**src/otbl_pkg.sv**
```systemverilog
`timescale 1ns / 1ps
// ----------------------------------------------------------------------------
// Per-owner token bucket limiter: shared package
// Types and fixed constants used by the register block, the bucket memory
// and the request engine.
// ----------------------------------------------------------------------------
package otbl_pkg;

	// Fixed field widths.
	localparam int TOK_W  = 32;
	localparam int TIME_W = 48;
	localparam int CAP_W  = 20;
	localparam int RATE_REGS = 4;

	// Highest per-frame emit cap honored.
	localparam logic [CAP_W-1:0] CAP_MAX = 20'd1000000;

	// Action and kind codes.
	localparam logic ACT_FRAME   = 1'b0;
	localparam logic ACT_REQUEST = 1'b1;
	localparam logic [2:0] KIND_EMIT = 3'd4;

	// Register indexes on the configuration port.
	localparam logic [2:0] REG_LIFE_RATE    = 3'd0;
	localparam logic [2:0] REG_MANA_RATE    = 3'd1;
	localparam logic [2:0] REG_AILMENT_RATE = 3'd2;
	localparam logic [2:0] REG_TRIGGER_RATE = 3'd3;
	localparam logic [2:0] REG_EMIT_CAP     = 3'd4;

	// Configuration seen by the engine.
	typedef struct packed {
		logic [RATE_REGS-1:0][TOK_W-1:0] rate;
		logic [CAP_W-1:0]                emit_cap;
	} cfg_t;

	// One bucket entry as stored in memory.
	typedef struct packed {
		logic              valid;
		logic [TOK_W-1:0]  tokens;
		logic [TIME_W-1:0] stamp;
	} bucket_entry_t;

endpackage

```
**src/otbl_engine.sv**
```systemverilog
`timescale 1ns / 1ps
// ----------------------------------------------------------------------------
// Request engine
// Handles begin-frame and request transfers, runs the read-modify-write of
// one bucket entry per request and holds the result in an output register.
// ----------------------------------------------------------------------------
module otbl_engine #(
	parameter int OWNER_COUNT  = 256,
	parameter int BUCKET_KINDS = 4,
	parameter int FRAC_BITS    = 16,
	parameter int SLOTS        = 1024,
	parameter int SLOT_W       = 10
) (
	input  logic                          clk,
	input  logic                          arst_n,
	input  otbl_pkg::cfg_t                cfg,
	input  logic                          in_valid,
	output logic                          in_stall,
	input  logic                          action,
	input  logic [7:0]                    owner_id,
	input  logic                          owner_null,
	input  logic [2:0]                    kind,
	input  logic [31:0]                   cost,
	input  logic [31:0]                   frame_dt,
	output logic                          out_valid,
	input  logic                          out_stall,
	output logic                          granted,
	output logic                          mem_wr_en,
	output logic [SLOT_W-1:0]             mem_wr_addr,
	output otbl_pkg::bucket_entry_t       mem_wr_data,
	output logic                          mem_rd_en,
	output logic [SLOT_W-1:0]             mem_rd_addr,
	input  otbl_pkg::bucket_entry_t       mem_rd_data
);

	localparam int TOK_W  = otbl_pkg::TOK_W;
	localparam int TIME_W = otbl_pkg::TIME_W;
	localparam int PROD_W = FRAC_BITS + TOK_W;
	localparam logic [TOK_W:0] EPS_Q =
		(TOK_W + 1)'(((64'd1 << FRAC_BITS) + 64'd5000) / 64'd10000);

	typedef enum logic [2:0] {
		ST_IDLE,
		ST_READ,
		ST_MUL,
		ST_SUM,
		ST_FINAL,
		ST_DONE
	} state_t;

	state_t state_q;

	// Frame state.
	logic [TIME_W-1:0]          now_q;
	logic                       frame_begun_q;
	logic [otbl_pkg::CAP_W-1:0] emits_q;

	// Memory clearing pass after reset.
	logic                       clearing_q;
	logic [SLOT_W-1:0]          clr_addr_q;

	// Request held while its bucket is worked on.
	logic [SLOT_W-1:0]          slot_q;
	logic [TOK_W-1:0]           rate_q;
	logic [TOK_W-1:0]           cost_q;
	logic                       result_q;

	// Pipeline registers of the refill.
	logic [TIME_W-1:0]          diff_s1;
	logic [TOK_W-1:0]           tokens_s1;
	logic                       valid_s1;
	logic [PROD_W-1:0]          prod_s2;
	logic [TOK_W-1:0]           tokens_s2;
	logic                       valid_s2;
	logic                       diff_zero_s2;
	logic                       diff_big_s2;
	logic [TOK_W-1:0]           fill_s3;

	// Output register.
	logic                       out_valid_q;
	logic                       granted_q;

	// Combinational helpers.
	logic                       accept;
	logic                       out_free;
	logic [7:0]                 owner_lut [256];
	logic [7:0]                 owner_mod;
	logic [31:0]                slot_full;
	logic [TOK_W-1:0]           rate_sel;
	logic [otbl_pkg::CAP_W-1:0] cap_sat;
	logic                       need_bucket;
	logic                       fast_grant;
	logic [TOK_W:0]             refill_sum;
	logic [TOK_W-1:0]           fill_next;
	logic                       deny_final;
	logic [TOK_W-1:0]           tokens_final;

	// Owner index modulo the owner count, from a constant table.
	for (genvar g = 0; g < 256; g++) begin : g_owner_lut
		assign owner_lut[g] = 8'(g % OWNER_COUNT);
	end

	assign accept   = in_valid && !in_stall;
	assign in_stall = (state_q != ST_IDLE) || clearing_q;
	assign out_free = !out_valid_q || !out_stall;

	// Bucket slot of the incoming request.
	assign owner_mod = owner_lut[owner_id];
	assign slot_full = 32'(owner_mod) * 32'(BUCKET_KINDS) + 32'(kind);

	// Rate of the requested kind; kinds beyond the bucket set read as zero.
	always_comb begin
		rate_sel = '0;
		if ((32'(kind) < 32'(BUCKET_KINDS)) && (kind < 3'(otbl_pkg::RATE_REGS))) begin
			rate_sel = cfg.rate[kind[1:0]];
		end
	end

	assign cap_sat = (cfg.emit_cap > otbl_pkg::CAP_MAX) ? otbl_pkg::CAP_MAX : cfg.emit_cap;

	// Decide at acceptance whether the request settles without its bucket.
	always_comb begin
		need_bucket = 1'b0;
		fast_grant  = 1'b1;
		if (!frame_begun_q) begin
			fast_grant = 1'b1;
		end else if (kind == otbl_pkg::KIND_EMIT) begin
			fast_grant = (cap_sat != '0) && (emits_q < cap_sat);
		end else if (owner_null) begin
			fast_grant = 1'b1;
		end else if ({1'b0, cost} <= EPS_Q) begin
			fast_grant = 1'b1;
		end else if ({1'b0, rate_sel} <= EPS_Q) begin
			fast_grant = 1'b0;
		end else begin
			need_bucket = 1'b1;
		end
	end

	// Refill: add the earned tokens and saturate at the rate.
	assign refill_sum = {1'b0, tokens_s2} + {1'b0, prod_s2[PROD_W-1:FRAC_BITS]};
	always_comb begin
		if (!valid_s2) begin
			fill_next = rate_q;
		end else if (diff_zero_s2) begin
			fill_next = tokens_s2;
		end else if (diff_big_s2) begin
			fill_next = rate_q;
		end else if (refill_sum > {1'b0, rate_q}) begin
			fill_next = rate_q;
		end else begin
			fill_next = refill_sum[TOK_W-1:0];
		end
	end

	// Charge the cost against the refilled bucket.
	assign deny_final   = ({1'b0, fill_s3} + EPS_Q) < {1'b0, cost_q};
	assign tokens_final = deny_final ? fill_s3 :
		((fill_s3 >= cost_q) ? (fill_s3 - cost_q) : '0);

	// Memory ports: the clearing pass owns the write port until it ends.
	assign mem_rd_en   = accept && (action == otbl_pkg::ACT_REQUEST) && need_bucket;
	assign mem_rd_addr = slot_full[SLOT_W-1:0];
	always_comb begin
		if (clearing_q) begin
			mem_wr_en   = 1'b1;
			mem_wr_addr = clr_addr_q;
			mem_wr_data = '0;
		end else begin
			mem_wr_en          = (state_q == ST_FINAL);
			mem_wr_addr        = slot_q;
			mem_wr_data.valid  = 1'b1;
			mem_wr_data.tokens = tokens_final;
			mem_wr_data.stamp  = now_q;
		end
	end

	// State, frame counters and the output register.
	always_ff @(posedge clk or negedge arst_n) begin
		if (!arst_n) begin
			state_q       <= ST_IDLE;
			now_q         <= '0;
			frame_begun_q <= 1'b0;
			emits_q       <= '0;
			clearing_q    <= 1'b1;
			clr_addr_q    <= '0;
			out_valid_q   <= 1'b0;
			result_q      <= 1'b0;
			granted_q     <= 1'b0;
		end else begin
			if (clearing_q) begin
				if (clr_addr_q == SLOT_W'(SLOTS - 1)) begin
					clearing_q <= 1'b0;
				end else begin
					clr_addr_q <= clr_addr_q + 1'b1;
				end
			end

			// The output register fills from a finished result and empties
			// on a result transfer.
			if ((state_q == ST_DONE) && out_free) begin
				out_valid_q <= 1'b1;
			end else if (out_valid_q && !out_stall) begin
				out_valid_q <= 1'b0;
			end

			case (state_q)
				ST_IDLE: begin
					if (accept) begin
						if (action == otbl_pkg::ACT_FRAME) begin
							now_q         <= now_q + TIME_W'(frame_dt);
							emits_q       <= '0;
							frame_begun_q <= 1'b1;
						end else if (need_bucket) begin
							state_q <= ST_READ;
						end else begin
							if (frame_begun_q && (kind == otbl_pkg::KIND_EMIT) && fast_grant) begin
								emits_q <= emits_q + 1'b1;
							end
							result_q <= fast_grant;
							state_q  <= ST_DONE;
						end
					end
				end
				ST_READ:  state_q <= ST_MUL;
				ST_MUL:   state_q <= ST_SUM;
				ST_SUM:   state_q <= ST_FINAL;
				ST_FINAL: begin
					result_q <= !deny_final;
					state_q  <= ST_DONE;
				end
				ST_DONE: begin
					if (out_free) begin
						granted_q <= result_q;
						state_q   <= ST_IDLE;
					end
				end
				default: state_q <= ST_IDLE;
			endcase
		end
	end

	// Request payload and refill pipeline.
	always_ff @(posedge clk) begin
		if (mem_rd_en) begin
			slot_q <= slot_full[SLOT_W-1:0];
			rate_q <= rate_sel;
			cost_q <= cost;
		end
		if (state_q == ST_READ) begin
			diff_s1   <= now_q - mem_rd_data.stamp;
			tokens_s1 <= mem_rd_data.tokens;
			valid_s1  <= mem_rd_data.valid;
		end
		if (state_q == ST_MUL) begin
			prod_s2      <= PROD_W'(diff_s1[FRAC_BITS-1:0]) * PROD_W'(rate_q);
			tokens_s2    <= tokens_s1;
			valid_s2     <= valid_s1;
			diff_zero_s2 <= (diff_s1 == '0);
			diff_big_s2  <= |diff_s1[TIME_W-1:FRAC_BITS];
		end
		if (state_q == ST_SUM) begin
			fill_s3 <= fill_next;
		end
	end

	assign out_valid = out_valid_q;
	assign granted   = granted_q;

endmodule

```
**config.mk**
```make
export PLATFORM = sky130hd
export DESIGN_NAME = otbl_engine
export DESIGN_NICKNAME = d
export VERILOG_FILES = /design/src/otbl_pkg.sv /design/src/otbl_engine.sv
export SDC_FILE = /design/constraint.sdc
export NUM_CORES = 2
export LEC_CHECK = 0
export ABC_CLOCK_PERIOD_IN_PS = 11900
export BUFFER_PORTS_ARGS = -buffer_cell sky130_fd_sc_hd__buf_4
export CAP_MARGIN = 20
export CORE_ASPECT_RATIO = 0.8
export CORE_UTILIZATION = 50
export CTS_CLUSTER_DIAMETER = 30
export DETAILED_ROUTE_END_ITERATION = 6
export MAX_ROUTING_LAYER = met4
export PLACE_DENSITY = 0.78
export SETUP_SLACK_MARGIN = 0.2
export SLEW_MARGIN = 10
export SYNTH_ARGS = -nofsm -noshare
export SYNTH_HDL_FRONTEND = slang
export SYNTH_SLANG_ARGS = --single-unit
```
**constraint.sdc**
```tcl
create_clock -name clk -period 11.9 [get_ports clk]
set_input_delay 0.595 -clock clk [delete_from_list [all_inputs] [get_ports clk]]
set_output_delay 0.595 -clock clk [all_outputs]
set_load 0.02 [all_outputs]
```
### Word level (Yosys, flattened, before mapping)

Memory sizes are Yosys's and may differ from the RTL's.
Index checks and enable logic that the tools add are counted.

* register bits: 356
* output and inout bits: 106
* bits in read-only memories: 2048
* word-level logic and storage cells: 126
* memories: 1

Memory list
* (no name shown): words 256, bits a word 8, rd ports 1, clocked after memory_dff 0, write ports 0, line otbl_engine.sv:108 `assign owner_mod = owner_lut[owner_id];`

* bitwise gates (word level): 3
* equality and inequality tests: 13
* $lt $le $gt $ge: 11
* add/sub/neg operators: 8
* multiplexer cells: 40
* reduce and logical (&&, ||, !) cells: 28
* multipliers: 1

Operator list (number)
* two-way mux 32 bit: 8
* two-way mux 81 bit: 1
* two-way mux 20 bit: 4
* binary-select mux 32 bit (select 2 bit): 1
* less-or-equal comparator 32 x 3 -> 1 bit (second input constant): 2
* adder 48 x 32 -> 48 bit: 1
* zero test 48 bit: 1
* multiplier 16 x 32 -> 48 bit: 1
* subtractor 48 bit: 1
* adder 32 x 3 -> 33 bit (second input constant): 1
* adder 32 x 32 -> 33 bit: 1
* greater-than comparator 33 x 32 -> 1 bit: 1
* < comparator 33 x 32 -> 1 bit: 1
* greater-or-equal comparator 32 bit: 1
* OR reduction 32 bit: 1
* subtractor 32 bit: 1
* adder 20 x 1 -> 20 bit (second input constant): 1
* greater-than comparator 20 bit (second input constant): 1
* < comparator 20 bit: 1
* nonzero test 20 bit: 1
* case mux 3 bit (6 select lines): 1
* two-way mux 1 bit: 17
* two-way mux 8 bit: 2
* two-way mux 3 bit: 4
* 24 further kinds: 49

### Depth between registers and ports, before layout

* depth in word-level cells: 13
* depth in mapped cells: 25

### Least setup slack after synthesis

No wires, ideal clock.

* path type: register to register
* start: register state_q[2]
* end: register state_q[1]
* required time: 11.798 ns
* path slack: 4.618 ns
* setup time: 0.102 ns
* buffers on the path: 1
* stages on the path, launching flop included: 4
* arrival time: 7.180 ns
* path through: dfrtp_1 > clkbuf_1 > nor3b_1 > or2_2

* word-level cells in the longest chain between the ends: 6

Ends and longest elaborated chain
* start, declared: line otbl_engine.sv:51 `state_t state_q;`
* start signal, assigned: line otbl_engine.sv:181 `state_q <= ST_IDLE;`
* start signal, assigned: line otbl_engine.sv:215 `state_q <= ST_READ;`
* start signal, assigned: line otbl_engine.sv:221 `state_q <= ST_DONE;`
* nonzero test 3 bit: line otbl_engine.sv:104 `assign in_stall = (state_q != ST_IDLE) || clearing_q;`
* logical OR 1 bit: line otbl_engine.sv:104
* zero test 1 bit: line otbl_engine.sv:103 `assign accept = in_valid && !in_stall;`
* logical AND 1 bit: line otbl_engine.sv:103
* != test 2 bit (no source line)
* AND reduction 3 bit (no source line)

Parallel ways exist; a longest one is shown, timed or not.
A chain may end at the register's enable or synchronous reset.

### Worst setup path after layout

* start: register rate_q[17]
* end: register prod_s2[47] (data pin)

* word-level cells in the longest chain between the ends: 1

Ends and longest elaborated chain
* start, declared: line otbl_engine.sv:64 `logic [TOK_W-1:0] rate_q;`
* start signal, assigned: line otbl_engine.sv:247 `rate_q <= rate_sel;`
* multiplier 16 x 32 -> 48 bit: line otbl_engine.sv:256 `prod_s2 <= PROD_W'(diff_s1[FRAC_BITS-1:0]) * PROD_W'(rate_q);`
* end signal, assigned: line otbl_engine.sv:256
* end, declared: line otbl_engine.sv:72 `logic [PROD_W-1:0] prod_s2;`

No other way between the ends.

==> results_dict.tcl <==
set metrics [dict create \
    min_period_over_period_pct 64.2 \
    fin_util_pct 59.7 \
    layout-drive-gt1-share_pct 14.6 \
    cp_slowest_cell "edfxtp_1" \
    gp_congestion 0.993 \
    tightest_slew_ns 1.12 \
    synthMuxAreaShare_pct 2.83 \
    hold_viol 0 \
    grt_pass1_wl_mm 180 \
    crit_path_end_kind "flop" \
    die_w_um 316 \
    crit_fanout 17 \
    async_flop_share_pct 25.3 \
    grt_usage_pct 30.0 \
    cts_tree "built" \
    hpwlAfterDp_mm 89.2 \
    synth-xor-area-share_pct 5.03 \
    clock_latency_ns 0.63 \
    yosysTopAreaCell "fa_1" \
    outcome "completed" \
    dp_slack_ns 4.59 \
    finalWirelength_mm 116 \
    area_delta_synth_final_pct 17.4 \
    drt_iter0_drc 2920 \
    cap_violations 0 \
    ant_nets 0 \
    r2r_start "rate_q[17]$_DFFE_PP_" \
    dr.pass1.iters 6 \
    hp-class "input port to async pin" \
    fp.dieH_um 253 \
    core_area_um2 77700 \
    postCtsSetupRepairBufs 0 \
    grt_pass1_vias 32800 \
    fmax_mhz 131 \
    num_vias 32200 \
    r2r_cells 21 \
    yosys_warnings 0 \
    syn_inst 4143 \
    reg2reg_to "prod_s2[47]$_DFFE_PP_" \
    grt_setup_unrepaired "false" \
    cp_slowest_stage_delay_ns 1.00 \
    wire_per_inst_um 20.6 \
    cts_buffers 73 \
    yosysSeqAreaShare_pct 24.8 \
    cts_max_level 3 \
    antenna_found_initial 4 \
    fin_nets 5609 \
    worstSetupPathType "flop to flop" \
    rows 91 \
    clk_path_buf_depth 3 \
    io_pins 416 \
    ys_types 83 \
    synth.top_cell.area_share_pct 21.3 \
    cts_root_buf "clkbuf_16" \
    grt_start_max_net_pins 87 \
    finalCriticalPeriod_ns 7.64 \
    ys_seq_elements 340 \
    drc 0 \
    setup_viol 0 \
    arrival_ns 8.00 \
    synth.avg_cell_area_um2 9.53 \
    yosys.area_share.simple_pct 16.4 \
    finalSetupTns_ns 0 \
    dieArea_um2 80100 \
    cp_cell_sequence "nand2_1 -> fa_1 -> fa_1 -> fa_1 -> inv_1 -> fa_1 -> fa_1 -> inv_1 -> fa_1 -> inv_1 -> ha_1 -> o21a_1 -> o211ai_1 -> nand2b_1 -> o31ai_1 -> a221oi_1 -> o211ai_1 -> nand2_1 -> o21ai_0 -> a21oi_1 -> xnor2_1" \
    synthAdderAreaFrac_pct 32.4 \
    reg2reg_slack_ns 4.26 \
    ctsHoldBuffers 0 \
    fin_cells 5616 \
    synth_fp_nets 5222 \
    cts-resized-gates 0 \
    crit_buf_inv 3 \
    drt-vias-per-instance 5.73 \
    place_inst 5478 \
    crit_family "adder cells" \
    required_ns 12.26 \
    synth_area_um2 39500 \
    layout_setup_ws_ns 4.26 \
    crit_top_cell "fa_1" \
    cts.sinks 340 \
    finalMaxSlewViolations 0 \
    numPortBuffers 415 \
    grt_overflow 0 \
    synth_top_family_by_area "adder cells" \
    ys_top_cells_by_area "fa_1, edfxtp_1, ha_1" \
    synth_compound_area_share_pct 11.4 \
    startpoint_type "flop" \
    synth_edf_count 254 \
    synth-main-ff-cell "edfxtp_1" \
    initial_core_util_pct 50.9 \
    timing.critical_path.from "rate_q[17]$_DFFE_PP_" \
    path_clk_slew_ns 0.05 \
    slew_headroom_pct 25.5 \
    skew_ns 0.0322 \
    n_fill_cell 6503 \
]
[flip-flops by register name, indices dropped and copies added (netlist names)]
register	cells
diff_s1	48
now_q	48
cost_q	32
fill_s3	32
prod_s2	32
rate_q	32
tokens_s1	32
tokens_s2	32
emits_q	20
clr_addr_q	10
slot_q	10
state_q	3
clearing_q	1
diff_big_s2	1
diff_zero_s2	1
frame_begun_q	1
granted	1
out_valid	1
result_q	1
valid_s1	1
valid_s2	1
[metrics by stage]
stage | cell area [um2] | hold slack, ns
3_3_place_gp | 43600 | 0.403
2_1_floorplan | 39500 | 0.299
4_1_cts | 46400 | 0.111
5_1_grt | 46400 | 0.108
3_5_place_dp | 43600 | 0.405
6_report | 46400 | 0.0525
[layout by cell type (no fill, tap or decap), types with 12 or more instances in the layout]
cell / netlist / layout
inv_6: 0 / 13
nor2b_1: 105 / 105
a211oi_1: 22 / 22
mux2i_1: 24 / 24
a31oi_1: 16 / 16
and3_1: 37 / 37
a221oi_1: 13 / 13
buf_4: 4 / 451
nor3_1: 31 / 30
o21ai_0: 117 / 117
a21oi_1: 204 / 204
o21bai_1: 14 / 14
nor2_1: 180 / 178
and4_1: 12 / 12
nand3_1: 59 / 59
dfrtp_1: 85 / 85
mux2_2: 14 / 14
nand4_1: 57 / 57
bufinv_16: 0 / 16
o21a_1: 25 / 25
ha_1: 348 / 348
inv_1: 605 / 605
a21o_1: 130 / 130
fa_1: 421 / 421
and2_1: 233 / 233
nor4_1: 33 / 33
mux4_2: 32 / 32
nand2_1: 483 / 482
o211ai_1: 13 / 13
clkbuf_16: 0 / 75
xnor2_1: 128 / 128
nand2b_1: 30 / 30
o22ai_1: 29 / 29
xor2_1: 99 / 99
edfxtp_1: 254 / 254
[cell families (layout without fill, tap and decap cells)]
family	Yosys count	after routing
other	0	2
DFF	340	340
adders and majority gates	769	769
muxes	70	70
AOI/OAI and AO/OA	687	687
xor gates and xnor gates	227	227
buffers and inverters	747	1195
and+or+nand+nor	1303	1303
[worst max-delay path by stage]
stage / slack, ns / endpoint / depth (start not counted)
6_report: 4.26 / prod_s2[47]$_DFFE_PP_ / 21
5_1_grt: 4.00 / prod_s2[47]$_DFFE_PP_ / 21
4_1_cts: 4.53 / prod_s2[47]$_DFFE_PP_ / 21
3_5_place_dp: 4.59 / prod_s2[47]$_DFFE_PP_ / 21
3_3_place_gp: 4.67 / prod_s2[42]$_DFFE_PP_ / 20
2_1_floorplan: 4.62 / state_q[1]$_DFFE_PN0P_ / 3
[synthesized netlist by cell type (30+ instances only)]
| library cell | instances |
|---|---|
| a21o_1 | 130 |
| a21oi_1 | 204 |
| and2_1 | 233 |
| and3_1 | 37 |
| clkbuf_1 | 118 |
| dfrtp_1 | 85 |
| edfxtp_1 | 254 |
| fa_1 | 421 |
| ha_1 | 348 |
| inv_1 | 605 |
| mux4_2 | 32 |
| nand2_1 | 483 |
| nand2b_1 | 30 |
| nand3_1 | 59 |
| nand4_1 | 57 |
| nor2_1 | 180 |
| nor2b_1 | 105 |
| nor3_1 | 31 |
| nor4_1 | 33 |
| o21ai_0 | 117 |
| xnor2_1 | 128 |
| xor2_1 | 99 |
[area by class of cell]
cell class	count	area, um2	share of cell area [%]
Multi-Input combinational cell	3056	26900	58.0
Sequential cell	340	9780	21.1
Timing Repair Buffer	453	3420	7.37
Inverter	606	2270	4.91
Clock buffer	79	1900	4.10
Tap cell	1023	1280	2.76
Clock inverter	57	825	1.78
Antenna cell	2	5.00	0.0108
[per-layer routing]
layer / share of wire [%] / track usage, % / vias up
met5: 0 / - / -
met4: 3.1 / 9.56 / 0
met3: 11 / 8.05 / 218
met2: 45 / 45.1 / 1683
met1: 41 / 39.5 / 15600
li1: - / - / 14700
Power is left out: the tool's default activity adds up to more than one toggle a clock period on the data nets, which glitch-free logic cannot reach.
