--- src/otbl_pkg.sv ---
`timescale 1ns / 1ps
// ----------------------------------------------------------------------------
// Per-owner token bucket limiter: shared package
// Types and fixed constants used by the register block, the bucket memory
// and the request engine.
// ----------------------------------------------------------------------------
package otbl_pkg;

	// Fixed field widths.
	localparam int TOK_W  = 32;
	localparam int TIME_W = 48;
	localparam int CAP_W  = 20;
	localparam int RATE_REGS = 4;

	// Highest per-frame emit cap honored.
	localparam logic [CAP_W-1:0] CAP_MAX = 20'd1000000;

	// Action and kind codes.
	localparam logic ACT_FRAME   = 1'b0;
	localparam logic ACT_REQUEST = 1'b1;
	localparam logic [2:0] KIND_EMIT = 3'd4;

	// Register indexes on the configuration port.
	localparam logic [2:0] REG_LIFE_RATE    = 3'd0;
	localparam logic [2:0] REG_MANA_RATE    = 3'd1;
	localparam logic [2:0] REG_AILMENT_RATE = 3'd2;
	localparam logic [2:0] REG_TRIGGER_RATE = 3'd3;
	localparam logic [2:0] REG_EMIT_CAP     = 3'd4;

	// Configuration seen by the engine.
	typedef struct packed {
		logic [RATE_REGS-1:0][TOK_W-1:0] rate;
		logic [CAP_W-1:0]                emit_cap;
	} cfg_t;

	// One bucket entry as stored in memory.
	typedef struct packed {
		logic              valid;
		logic [TOK_W-1:0]  tokens;
		logic [TIME_W-1:0] stamp;
	} bucket_entry_t;

endpackage

--- src/otbl_regs.sv ---
`timescale 1ns / 1ps
// ----------------------------------------------------------------------------
// Configuration registers
// APB-style register file holding the four kind rates and the emit cap.
// ----------------------------------------------------------------------------
module otbl_regs (
	input  logic                clk,
	input  logic                arst_n,
	input  logic                psel,
	input  logic                penable,
	input  logic                pwrite,
	input  logic [4:0]          paddr,
	input  logic [31:0]         pwdata,
	output logic [31:0]         prdata,
	output logic                pready,
	output otbl_pkg::cfg_t      cfg
);

	logic [otbl_pkg::RATE_REGS-1:0][otbl_pkg::TOK_W-1:0] rate_q;
	logic [otbl_pkg::CAP_W-1:0]                          emit_cap_q;
	logic [2:0]                                          reg_idx;
	logic                                                wr_en;

	assign reg_idx = paddr[4:2];
	assign wr_en   = psel && penable && pwrite;
	assign pready  = 1'b1;

	// Register writes complete in the access cycle.
	always_ff @(posedge clk or negedge arst_n) begin
		if (!arst_n) begin
			rate_q     <= '0;
			emit_cap_q <= '0;
		end else if (wr_en) begin
			case (reg_idx)
				otbl_pkg::REG_LIFE_RATE:    rate_q[0]  <= pwdata;
				otbl_pkg::REG_MANA_RATE:    rate_q[1]  <= pwdata;
				otbl_pkg::REG_AILMENT_RATE: rate_q[2]  <= pwdata;
				otbl_pkg::REG_TRIGGER_RATE: rate_q[3]  <= pwdata;
				otbl_pkg::REG_EMIT_CAP:     emit_cap_q <= pwdata[otbl_pkg::CAP_W-1:0];
				default: ;
			endcase
		end
	end

	// Read data returns the stored value, zero outside the register list.
	always_comb begin
		case (reg_idx)
			otbl_pkg::REG_LIFE_RATE:    prdata = rate_q[0];
			otbl_pkg::REG_MANA_RATE:    prdata = rate_q[1];
			otbl_pkg::REG_AILMENT_RATE: prdata = rate_q[2];
			otbl_pkg::REG_TRIGGER_RATE: prdata = rate_q[3];
			otbl_pkg::REG_EMIT_CAP:     prdata = {12'd0, emit_cap_q};
			default:                    prdata = '0;
		endcase
	end

	assign cfg.rate     = rate_q;
	assign cfg.emit_cap = emit_cap_q;

endmodule

--- config.mk ---
export PLATFORM = sky130hd
export DESIGN_NAME = otbl_regs
export DESIGN_NICKNAME = d
export VERILOG_FILES = /design/src/otbl_pkg.sv /design/src/otbl_regs.sv
export SDC_FILE = /design/constraint.sdc
export NUM_CORES = 1
export LEC_CHECK = 0
export BUFFER_PORTS_ARGS = -buffer_cell sky130_fd_sc_hd__buf_2
export CAP_MARGIN = 10
export CORE_UTILIZATION = 46
export DETAILED_ROUTE_END_ITERATION = 10
export PLACE_DENSITY_LB_ADDON = 0.3
export REMOVE_ABC_BUFFERS = 1
export SYNTH_ARGS = -nofsm -noshare
export SYNTH_HDL_FRONTEND = slang
export SYNTH_SLANG_ARGS = --single-unit
export TNS_END_PERCENT = 5
--- constraint.sdc ---
create_clock -name clk -period 1.2 [get_ports clk]
set_clock_uncertainty 0.05 [all_clocks]
set_input_delay 0 -clock clk [delete_from_list [all_inputs] [get_ports clk]]
set_output_delay 0 -clock clk [all_outputs]
set_load 0.005 [all_outputs]
# Yosys cells after proc, flatten, opt, wreduce, memory -nomap -nowiden
# Index checks and enable logic that the tools add are counted.
# op_classes
n_mux,1
reduce_logical,8
n_eq_ne,4
# op_table
cell,n
32-bit one-hot mux with 5 select lines,1
2-bit AND reduction,5
3-bit by 2-bit == test with 1-bit output (second input constant),2
3-bit by 1-bit == test with 1-bit output (second input constant),1
3-bit == test (second input constant),1
3-bit zero test,1
1-bit logical AND,2
# word_totals
output_inout_bits,181
word_cells,18
in_bits,42
ff_bits,148

# Longest topological paths before layout
# Gate-level depths: netlist of run 1.
# depth
word_depth,3
mapped_depth,5
depth_no_buf,3

# Worst setup path before layout of run 1
# OpenSTA, ideal clock, no wires.
# synth_timing
kind,input port to flip-flop
startpoint,input paddr[2]
endpoint,"register rate_q, in the netlist cfg[63]"
path_stages,5
t_arrival_ns,1.112
path_slack_ns,-0.087
setup_ns,0.125
n_path_buf,2
path_cell_list,buf_2 inv_1 nor3_2 buf_2 mux2_2
# synth_between
elab_chain_len,2
# synth_lines
item,line,text
from (decl),otbl_regs.sv:12,"input logic [4:0] paddr,"
3-bit by 1-bit == test with 1-bit output,otbl_regs.sv:34,case (reg_idx)
2-bit AND reduction (no line),--,
to (decl),otbl_regs.sv:19,logic [otbl_pkg::RATE_REGS-1:0][otbl_pkg::TOK_W-1:0] rate_q;
# No other way between the ends.
# A chain may end at the register's enable or synchronous reset.

# Final worst setup path of run 1
# layout_timing
startpoint,"register rate_q, in the netlist cfg[138]"
endpoint,output prdata[22]
# layout_between
elab_chain_len,1
# layout_lines
item,line,text
32-bit one-hot mux with 5 select lines,otbl_regs.sv:47,case (reg_idx)
to (decl),otbl_regs.sv:14,"output logic [31:0] prdata,"
# No other way between the ends.

==> out/summary.txt, run 1 <==
outcome: finished with violations
failing checks: negative setup slack
via density per instance: 5.512
worst reg2reg endpoint: cfg[105]
final setup vio count: 32
largest family of logic cells by synthesized area: multiplexers
total power: 16.14 mW
RR Startpoint: cfg[105]
port buffer count: 219
DIE WIDTH: 123.4 microns
f_max: 0.6184 GHz
Fillers: 1049
share of layout cells above drive strength 1: 0.6627
drt drc: 0
max-slew violation count: 0
peak fanout along the critical path: 2
Overflow after GRT: 0
crit-path cells: mux4_2, nor2b_1, buf_2
Post-synth EDFFs: 0
worst path bufs/invs: 1
post-route ant nets: 0
arrival time worst endpoint: 1.57 ns
worst setup path category: reg -> out
Yosys cell types: 25
Mapped Area: 6779 sq um
Detailed Place HPWL: 13220 microns
total core area: 14150 sq um
area delta synth->final: 40.14%
setup TNS: -11.44 ns
Max Cap Viol: 0
GRT Util Overall: 0.2609
initial antenna violation count: 0
minimum clock period: 1.617 ns
Slew @ Worst Pin: 1.097 ns
Pleak: 4.830 nW
final worst-path cycle share: 1.348
Place WS: -0.3308 ns
sequential share of the synthesized area: 0.5463
Compound-Gate Fraction of Synth Area: 0.06275
Simple-Gate Fraction of Synth Area: 0.02529
Reg2Reg Depth: 2
worst setup margin: -0.4171 ns
post-layout util: 0.6714
PD cells: 1698 nW/um^2
post-synthesis register bit count: 148
CP top delay family: multiplexers
DP Area: 8449 sq um
multiplexer share of the synthesized area: 0.3355
design area: 9500 sq um
Die Ht: 123.4 microns
DR pass1 iterations: 7
critical path data required time: 1.15 ns
warnings from Yosys: 0
xor/xnor share of the synthesized area: 0
row cnt: 43
Relative slew margins: 0.2656
slowest cell on the critical path: mux4_2
CTS tree: yes
maximum VDD drop: 1.053 mV
Worst-path clk slew: 0.06 ns
prevailing post-synth register cell: dfrtp_1
Multi-input gate area: 2968 sq um
final WL: 19040 microns
Cells after Synth: 449
nets: 783
crit path launch type: flip-flop
register area: 3704 sq um
DR vias: 5143
vias in the first global route: 5383
Hold WC Path Type: in -> async
total I/O pin count: 223
r2r setup slk: 0.24 ns
largest net degree at the start of global routing: 44
Worst-Skew Late Latency: 0.43 ns
syn_area_per_cell: 15.10 sq um
Num Clock Sinks: 148
Crit path largest cell delay: 0.49 ns
RePlAce Congestion: 0.8088
Starting DRT DRC Count: 344
Setup crit end kind: output port
most common cell after layout, fill and taps aside: buf_2
Adder-Cell Fraction of Synth Area: 0
CTS H-Tree Depth: 4
effective utilization at floorplan: 0.4791
Clock Tree Buf Depth: 2
first-pass GRT wire length: 29090 microns
commonest cells after routing, fill and taps aside: buf_2 (218), dfrtp_1 (148), mux2_2 (133)
clk root buf: clkbuf_16
Die ar.: 15230 sq um
ys async rst share: 1.000
Final Hold Viols: 0
ant diodes: 0
CTS buffer count: 17
RSZ-0062 raised after global routing: yes
WL/cell: 20.41 microns
## routing by layer
layer | global-route usage | wire length [microns] | vias up
li1 | - | - | 2263
met1 | 0.3216 | 7830 | 2623
met2 | 0.4358 | 9460 | 230
met3 | 0.07703 | 1455 | 27
met4 | 0.09036 | 291 | 0
met5 | 0 | 0 | -
## per-stage QoR
stage | std cells | hold WS (ns)
after floorplan | 414 | -0.3456
after global placement | 865 | -0.08782
after detailed placement | 865 | -0.08702
after CTS | 931 | 0.02999
after global routing | 933 | 0.05932
final | 933 | 0.02859
## kinds of logic (layout without fill, tap and decap cells)
| logic type | after synthesis | in the layout |
|---|---|---|
| mux | 180 | 180 |
| flops | 148 | 148 |
| compound gates | 60 | 60 |
| buf+inv | 36 | 340 |
| simple gates | 24 | 24 |
| other cells | 1 | 1 |
## flip-flops by register name, indices dropped and copies added (netlist names)
name        count
emit_cap_q     20
cfg           128
## synthesized netlist by cell type (2+ instances only)
master / instances / area [sq um]
clkbuf_1: 14 / 52.55
a22oi_1: 20 / 150.1
buf_8: 3 / 45.04
mux4_2: 12 / 270.3
mux2_2: 136 / 1531
mux2_4: 30 / 450.4
nor2_1: 2 / 7.510
dfrtp_1: 148 / 3704
o21ai_0: 20 / 100.1
nor2b_1: 14 / 87.58
a32oi_1: 20 / 175.2
buf_2: 16 / 80.08
mux2_1: 2 / 22.52
## where the power goes
part           leakage, nW  switching (mW)  internal (mW)
registers             1.89           0.793           5.98
logic                 2.63            1.44           2.29
clock network        0.308            1.96           3.67
## repair_timing
item                                   CTS  global route
gates cloned                             0             0
pin swaps                               19             0
hold buffers                            33             0
buffers inserted                         2             2
endpoints found under the hold margin  296             0
resized for setup                       22             8
setup endpoints to repair               32            32
## cell type report
| cell class | instances | share of cell area |
|---|---|---|
| multi-input cells | 265 | 0.3124 |
| well taps | 180 | 0.02371 |
| flip-flops and latches | 148 | 0.3898 |
| repair buffers | 308 | 0.2069 |
| clock inverters | 9 | 0.01580 |
| clock buffers | 22 | 0.05097 |
| inverters | 1 | 0.0003951 |
## worst max-delay path by stage
stage / end / start / cells after the start / slack (ns)
2_1_floorplan: emit_cap_q[0] / paddr[4] / 3 / -1.75
3_3_place_gp: cfg[88] / paddr[4] / 6 / -0.29
3_5_place_dp: cfg[91] / paddr[4] / 6 / -0.33
4_1_cts: prdata[26] / cfg[46] / 3 / -0.43
5_1_grt: prdata[21] / cfg[105] / 3 / -0.48
6_report: prdata[22] / cfg[138] / 3 / -0.42
Power figures use the tool's default switching activity.
==> run 2, diff against run 1 <==
Settings changed: CORE_UTILIZATION 46 to 29, SKIP_CTS_REPAIR_TIMING set to 1.
==> out/summary.txt, run 2 (synthesized netlist as in run 1, its figures left out) <==
largest net degree at the start of global routing: 46 (+4.5%)
Hold WC Path Type: in -> async
DP Area: 8653 sq um (+2.4%)
max-slew violation count: 0 (unchanged)
Clock Tree Buf Depth: 2 (unchanged)
ant diodes: 0 (unchanged)
RR Startpoint: cfg[142]
worst setup margin: -0.4025 ns (+0.01465 ns)
Starting DRT DRC Count: 216 (-37%)
Place WS: -0.3517 ns (-0.02089 ns)
Top Usage Layer GRT: met2
port buffer count: 219 (unchanged)
PD cells: 1679 nW/um^2 (-1.2%)
total I/O pin count: 223 (unchanged)
crit-path cells: mux4_2, and2b_1, buf_2
clk root buf: clkbuf_16
GRT met3 Usage: 0.05237 (-0.02466)
maximum VDD drop: 0.9330 mV (-11%)
f_max: 0.6240 GHz (+0.91%)
post-route ant nets: 0 (unchanged)
post-placement cell count: 998 (+15%)
total power: 16.27 mW (+0.86%)
Reg2Reg Depth: 3 (+1)
WL/cell: 19.40 microns (-4.9%)
final worst-path cycle share: 1.335 (-0.01221)
first-pass GRT wire length: 31480 microns (+8.2%)
commonest cells after routing, fill and taps aside: buf_2 (217), dfrtp_1 (148), mux2_2 (133)
final WL: 20640 microns (+8.4%)
Num Clock Sinks: 148 (unchanged)
most common cell after layout, fill and taps aside: buf_2
minimum clock period: 1.602 ns (-0.01465 ns)
total core area: 22780 sq um (+61%)
CTS tree: yes
vias in the first global route: 5217 (-3.1%)
Max Cap Viol: 0 (unchanged)
met2 usage: 0.3095 (-0.1262)
crit path launch type: flip-flop
initial antenna violation count: 1 (+1)
slowest cell on the critical path: mux4_2
nets: 780 (-0.38%)
DR vias: 5074 (-1.3%)
Setup crit end kind: output port
Crit path largest cell delay: 0.45 ns (-0.04 ns)
Worst-Skew Late Latency: 0.41 ns (-0.02 ns)
Die Ht: 154.9 microns (+26%)
Detailed Place HPWL: 14350 microns (+8.6%)
setup TNS: -10.76 ns (+0.6791 ns)
DIE WIDTH: 154.9 microns (+26%)
final cell count without fillers: 1064 (+14%)
Fillers: 2079 (+98%)
critical path data required time: 1.15 ns (about the same)
RePlAce Congestion: 0.7397 (-8.5%)
row cnt: 55 (+28%)
failing checks: negative setup slack
RSZ-0062 raised after global routing: yes
CTS buffer count: 17 (unchanged)
Setup crit start: cfg[110]
worst setup path category: reg -> out
Worst-path clk slew: 0.06 ns (about the same)
Final Hold Viols: 0 (unchanged)
final setup vio count: 32 (unchanged)
Die ar.: 23990 sq um (+58%)
outcome: finished with violations
via density per instance: 4.769 (-13%)
Overflow after GRT: 0 (unchanged)
Pleak: 4.837 nW (+0.14%)
area delta synth->final: 43.02%
peak fanout along the critical path: 2 (unchanged)
max FFs per register: 128 (unchanged)
GRT Util Overall: 0.1757 (-0.08519)
drt drc: 0 (unchanged)
effective utilization at floorplan: 0.2976 (-0.1815)
arrival time worst endpoint: 1.55 ns (-0.02 ns)
DR pass1 iterations: 4 (-3)
met1 Use GR: 0.2049 (-0.1166)
CTS H-Tree Depth: 4 (unchanged)
share of layout cells above drive strength 1: 0.6591 (-0.003561)
design area: 9696 sq um (+2.1%)
-- run 2: final timing paths --
check | endpoint | slack, ns
worst max-delay path | prdata[26] | -0.40
worst min-delay path | cfg[134] | 0.02
worst max register to register | cfg[142] | 0.16
worst min register to register | cfg[71] | 0.47
max in group asynchronous | cfg[78] | 0.50
min in group clk | emit_cap_q[6] | 0.20
-- run 2: power breakdown --
part / leakage, nW / internal [mW] / total, mW / switching [mW]
clock: 0.314 / 3.79 / 5.82 / 2.04
combinational: 2.63 / 2.26 / 3.70 / 1.43
sequential: 1.89 / 5.97 / 6.75 / 0.777
-- run 2: stage by stage --
step / hold WS (ns) / util
3_5_place_dp: -0.1247 / 0.3799
3_3_place_gp: -0.1220 / 0.3799
2_1_floorplan: -0.3456 / -
5_1_grt: 0.03150 / 0.4257
6_report: 0.01766 / 0.4257
4_1_cts: -0.5714 / 0.4081
-- run 2: metal layers --
metal / wire (microns) / part of all wire
met2: 10630 / 0.51
met5: 12 / 0.00058
met1: 8332 / 0.40
met4: 281 / 0.014
met3: 1389 / 0.067
-- run 2: critical path: cells and delay by family (launching register included) --
kind,cells,cell delay (ns)
DFF,1,0.38
and+or+nand+nor,1,0.18
muxes,1,0.45
buffers and inverters,1,0.13
-- run 2: area by class of cell --
cell class / count / area (sq um) / area share
Timing Repair Buffer: 305 / 1987 / 0.2049
Clock buffer: 22 / 464.2 / 0.04788
Multi-Input combinational cell: 265 / 2968 / 0.3061
Inverter: 1 / 3.754 / 0.0003871
Clock inverter: 10 / 177.7 / 0.01832
Sequential cell: 148 / 3704 / 0.3820
Tap cell: 313 / 391.6 / 0.04039
==> run 3, diff against run 2 <==
Settings changed: CORE_ASPECT_RATIO set to 1.5.
==> out/summary.txt, run 3 (synthesized netlist as in run 1, its figures left out) <==
outcome: finished with violations
failing checks: negative hold slack, negative setup slack
via density per instance: 4.876 (+2.2%)
CP top delay family: multiplexers
Crit path largest cell delay: 0.46 ns (about the same)
design area: 9681 sq um (-0.15%)
peak fanout along the critical path: 3 (+1)
CTS H-Tree Depth: 4 (unchanged)
share of layout cells above drive strength 1: 0.6609 (+0.001829)
max-slew violation count: 0 (unchanged)
DIE WIDTH: 126.8 microns (-18%)
register area: 3704 sq um (unchanged)
clock group share of total power: 0.351 (-0.007)
Detailed Place HPWL: 13840 microns (-3.6%)
ant diodes: 0 (unchanged)
largest net degree at the start of global routing: 36 (-22%)
f_max: 0.6263 GHz (+0.37%)
vias in the first global route: 5267 (+0.96%)
critical path data required time: 1.15 ns (about the same)
worst setup path category: reg -> out
minimum clock period: 1.597 ns (-0.005848 ns)
final setup vio count: 32 (unchanged)
Fillers: 2203 (+6.0%)
clk root buf: clkbuf_16
RSZ-0062 raised after global routing: yes
Worst-path clk slew: 0.06 ns (about the same)
Hold WC Path Type: in -> async
slowest cell on the critical path: mux4_2
Place WS: -0.3231 ns (+0.02855 ns)
Max Cap Viol: 0 (unchanged)
initial antenna violation count: 0 (-1)
WL/cell: 19.53 microns (+0.66%)
total I/O pin count: 223 (unchanged)
GRT Util Overall: 0.1730 (-0.002711)
most common cell after layout, fill and taps aside: buf_2
Die Ht: 189.3 microns (+22%)
drt drc: 0 (unchanged)
CTS buffer count: 17 (unchanged)
maximum VDD drop: 0.8692 mV (-6.8%)
Final Hold Viols: 7 (+7)
worst setup margin: -0.3966 ns (+0.005848 ns)
Worst-Skew Late Latency: 0.42 ns (about the same)
Sw Ratio: 0.2616 (+0.0005679)
commonest cells after routing, fill and taps aside: buf_2 (218), dfrtp_1 (148), mux2_2 (127)
Multi-input gate area: 2975 sq um (+0.25%)
Die ar.: 24000 sq um (about the same)
Int Pwr: 11.96 mW (-0.52%)
Clock Tree Buf Depth: 2 (unchanged)
PD cells: 1674 nW/um^2 (-0.29%)
post-layout util: 0.4214 (-0.004247)
Reg power frac: 0.414 (about the same)
crit path launch type: flip-flop
Pleak: 4.873 nW (+0.74%)
effective utilization at floorplan: 0.2951 (-0.002513)
Setup crit end kind: output port
total core area: 22970 sq um (+0.85%)
arrival time worst endpoint: 1.55 ns (about the same)
row cnt: 68 (+24%)
Final Hold Slack: -0.006457 ns (-0.02411 ns)
first-pass GRT wire length: 31020 microns (-1.5%)
DR pass1 iterations: 4 (unchanged)
Num Clock Sinks: 148 (unchanged)
RePlAce Congestion: 0.7449 (+0.70%)
worst path bufs/invs: 1 (unchanged)
combinational share of power: 0.235 (+0.008)
port buffer count: 219 (unchanged)
DP Area: 8645 sq um (-0.10%)
max FFs per register: 128 (unchanged)
post-route ant nets: 0 (unchanged)
DR vias: 5061 (-0.26%)
Starting DRT DRC Count: 125 (-42%)
nets: 787 (+0.90%)
final WL: 20270 microns (-1.8%)
CTS tree: yes
Overflow after GRT: 0 (unchanged)
Psw: 4.238 mW (-0.23%)
final worst-path cycle share: 1.331 (-0.004873)
crit-path cells: mux4_2, and2b_1, buf_2
area delta synth->final: 42.80%
run 3: final timing paths:
path / start / end / slack [ns] / depth (start not counted)
max in group asynchronous: arst_n / cfg[82] / 0.58 / 3
min: arst_n / emit_cap_q[4] / -0.006 / 2
min in group clk: penable / emit_cap_q[0] / 0.27 / 5
max reg2reg: cfg[84] / cfg[84] / 0.27 / 2
max: cfg[142] / prdata[26] / -0.40 / 3
min reg2reg: cfg[65] / cfg[65] / 0.48 / 1
run 3: layer usage:
layer | track usage | up-vias | share of wire
met3 | 0.03617 | 20 | 0.046
met4 | 0.05861 | 0 | 0.014
met5 | 0 | - | 0
met1 | 0.2156 | 2597 | 0.42
li1 | - | 2272 | -
met2 | 0.2959 | 172 | 0.52
run 3: power by group through the flow:
stage	Combinational, mW	Sequential (mW)	Clock (mW)
6_report	3.80	6.71	5.69
5_1_grt	4.14	6.85	6.07
4_1_cts	3.68	6.71	5.88
3_5_place_dp	3.67	6.79	0
3_3_place_gp	3.63	6.76	0
2_1_floorplan	1.52	6.77	0
run 3: metrics by stage:
stage | instances | hold WS, ns | TNS (ns) | power, mW
after detailed placement | 971 | -0.1261 | -46.52 | 10.46
final | 1038 | -0.006457 | -10.79 | 16.20
after global placement | 971 | -0.1250 | -44.40 | 10.39
after CTS | 1003 | -0.5967 | -12.59 | 16.26
after global routing | 1038 | -0.002583 | -12.98 | 17.06
after floorplan | 414 | -0.3456 | -143.04 | 8.283
run 3: cell type report:
| class | count | share of cell area |
|---|---|---|
| Inverter | 1 | 0.0003877 |
| Clock inverter | 10 | 0.01577 |
| Clock buffer | 22 | 0.04899 |
| Multi-Input combinational cell | 265 | 0.3074 |
| Sequential cell | 148 | 0.3826 |
| Timing Repair Buffer | 312 | 0.2087 |
| Tap cell | 280 | 0.03619 |
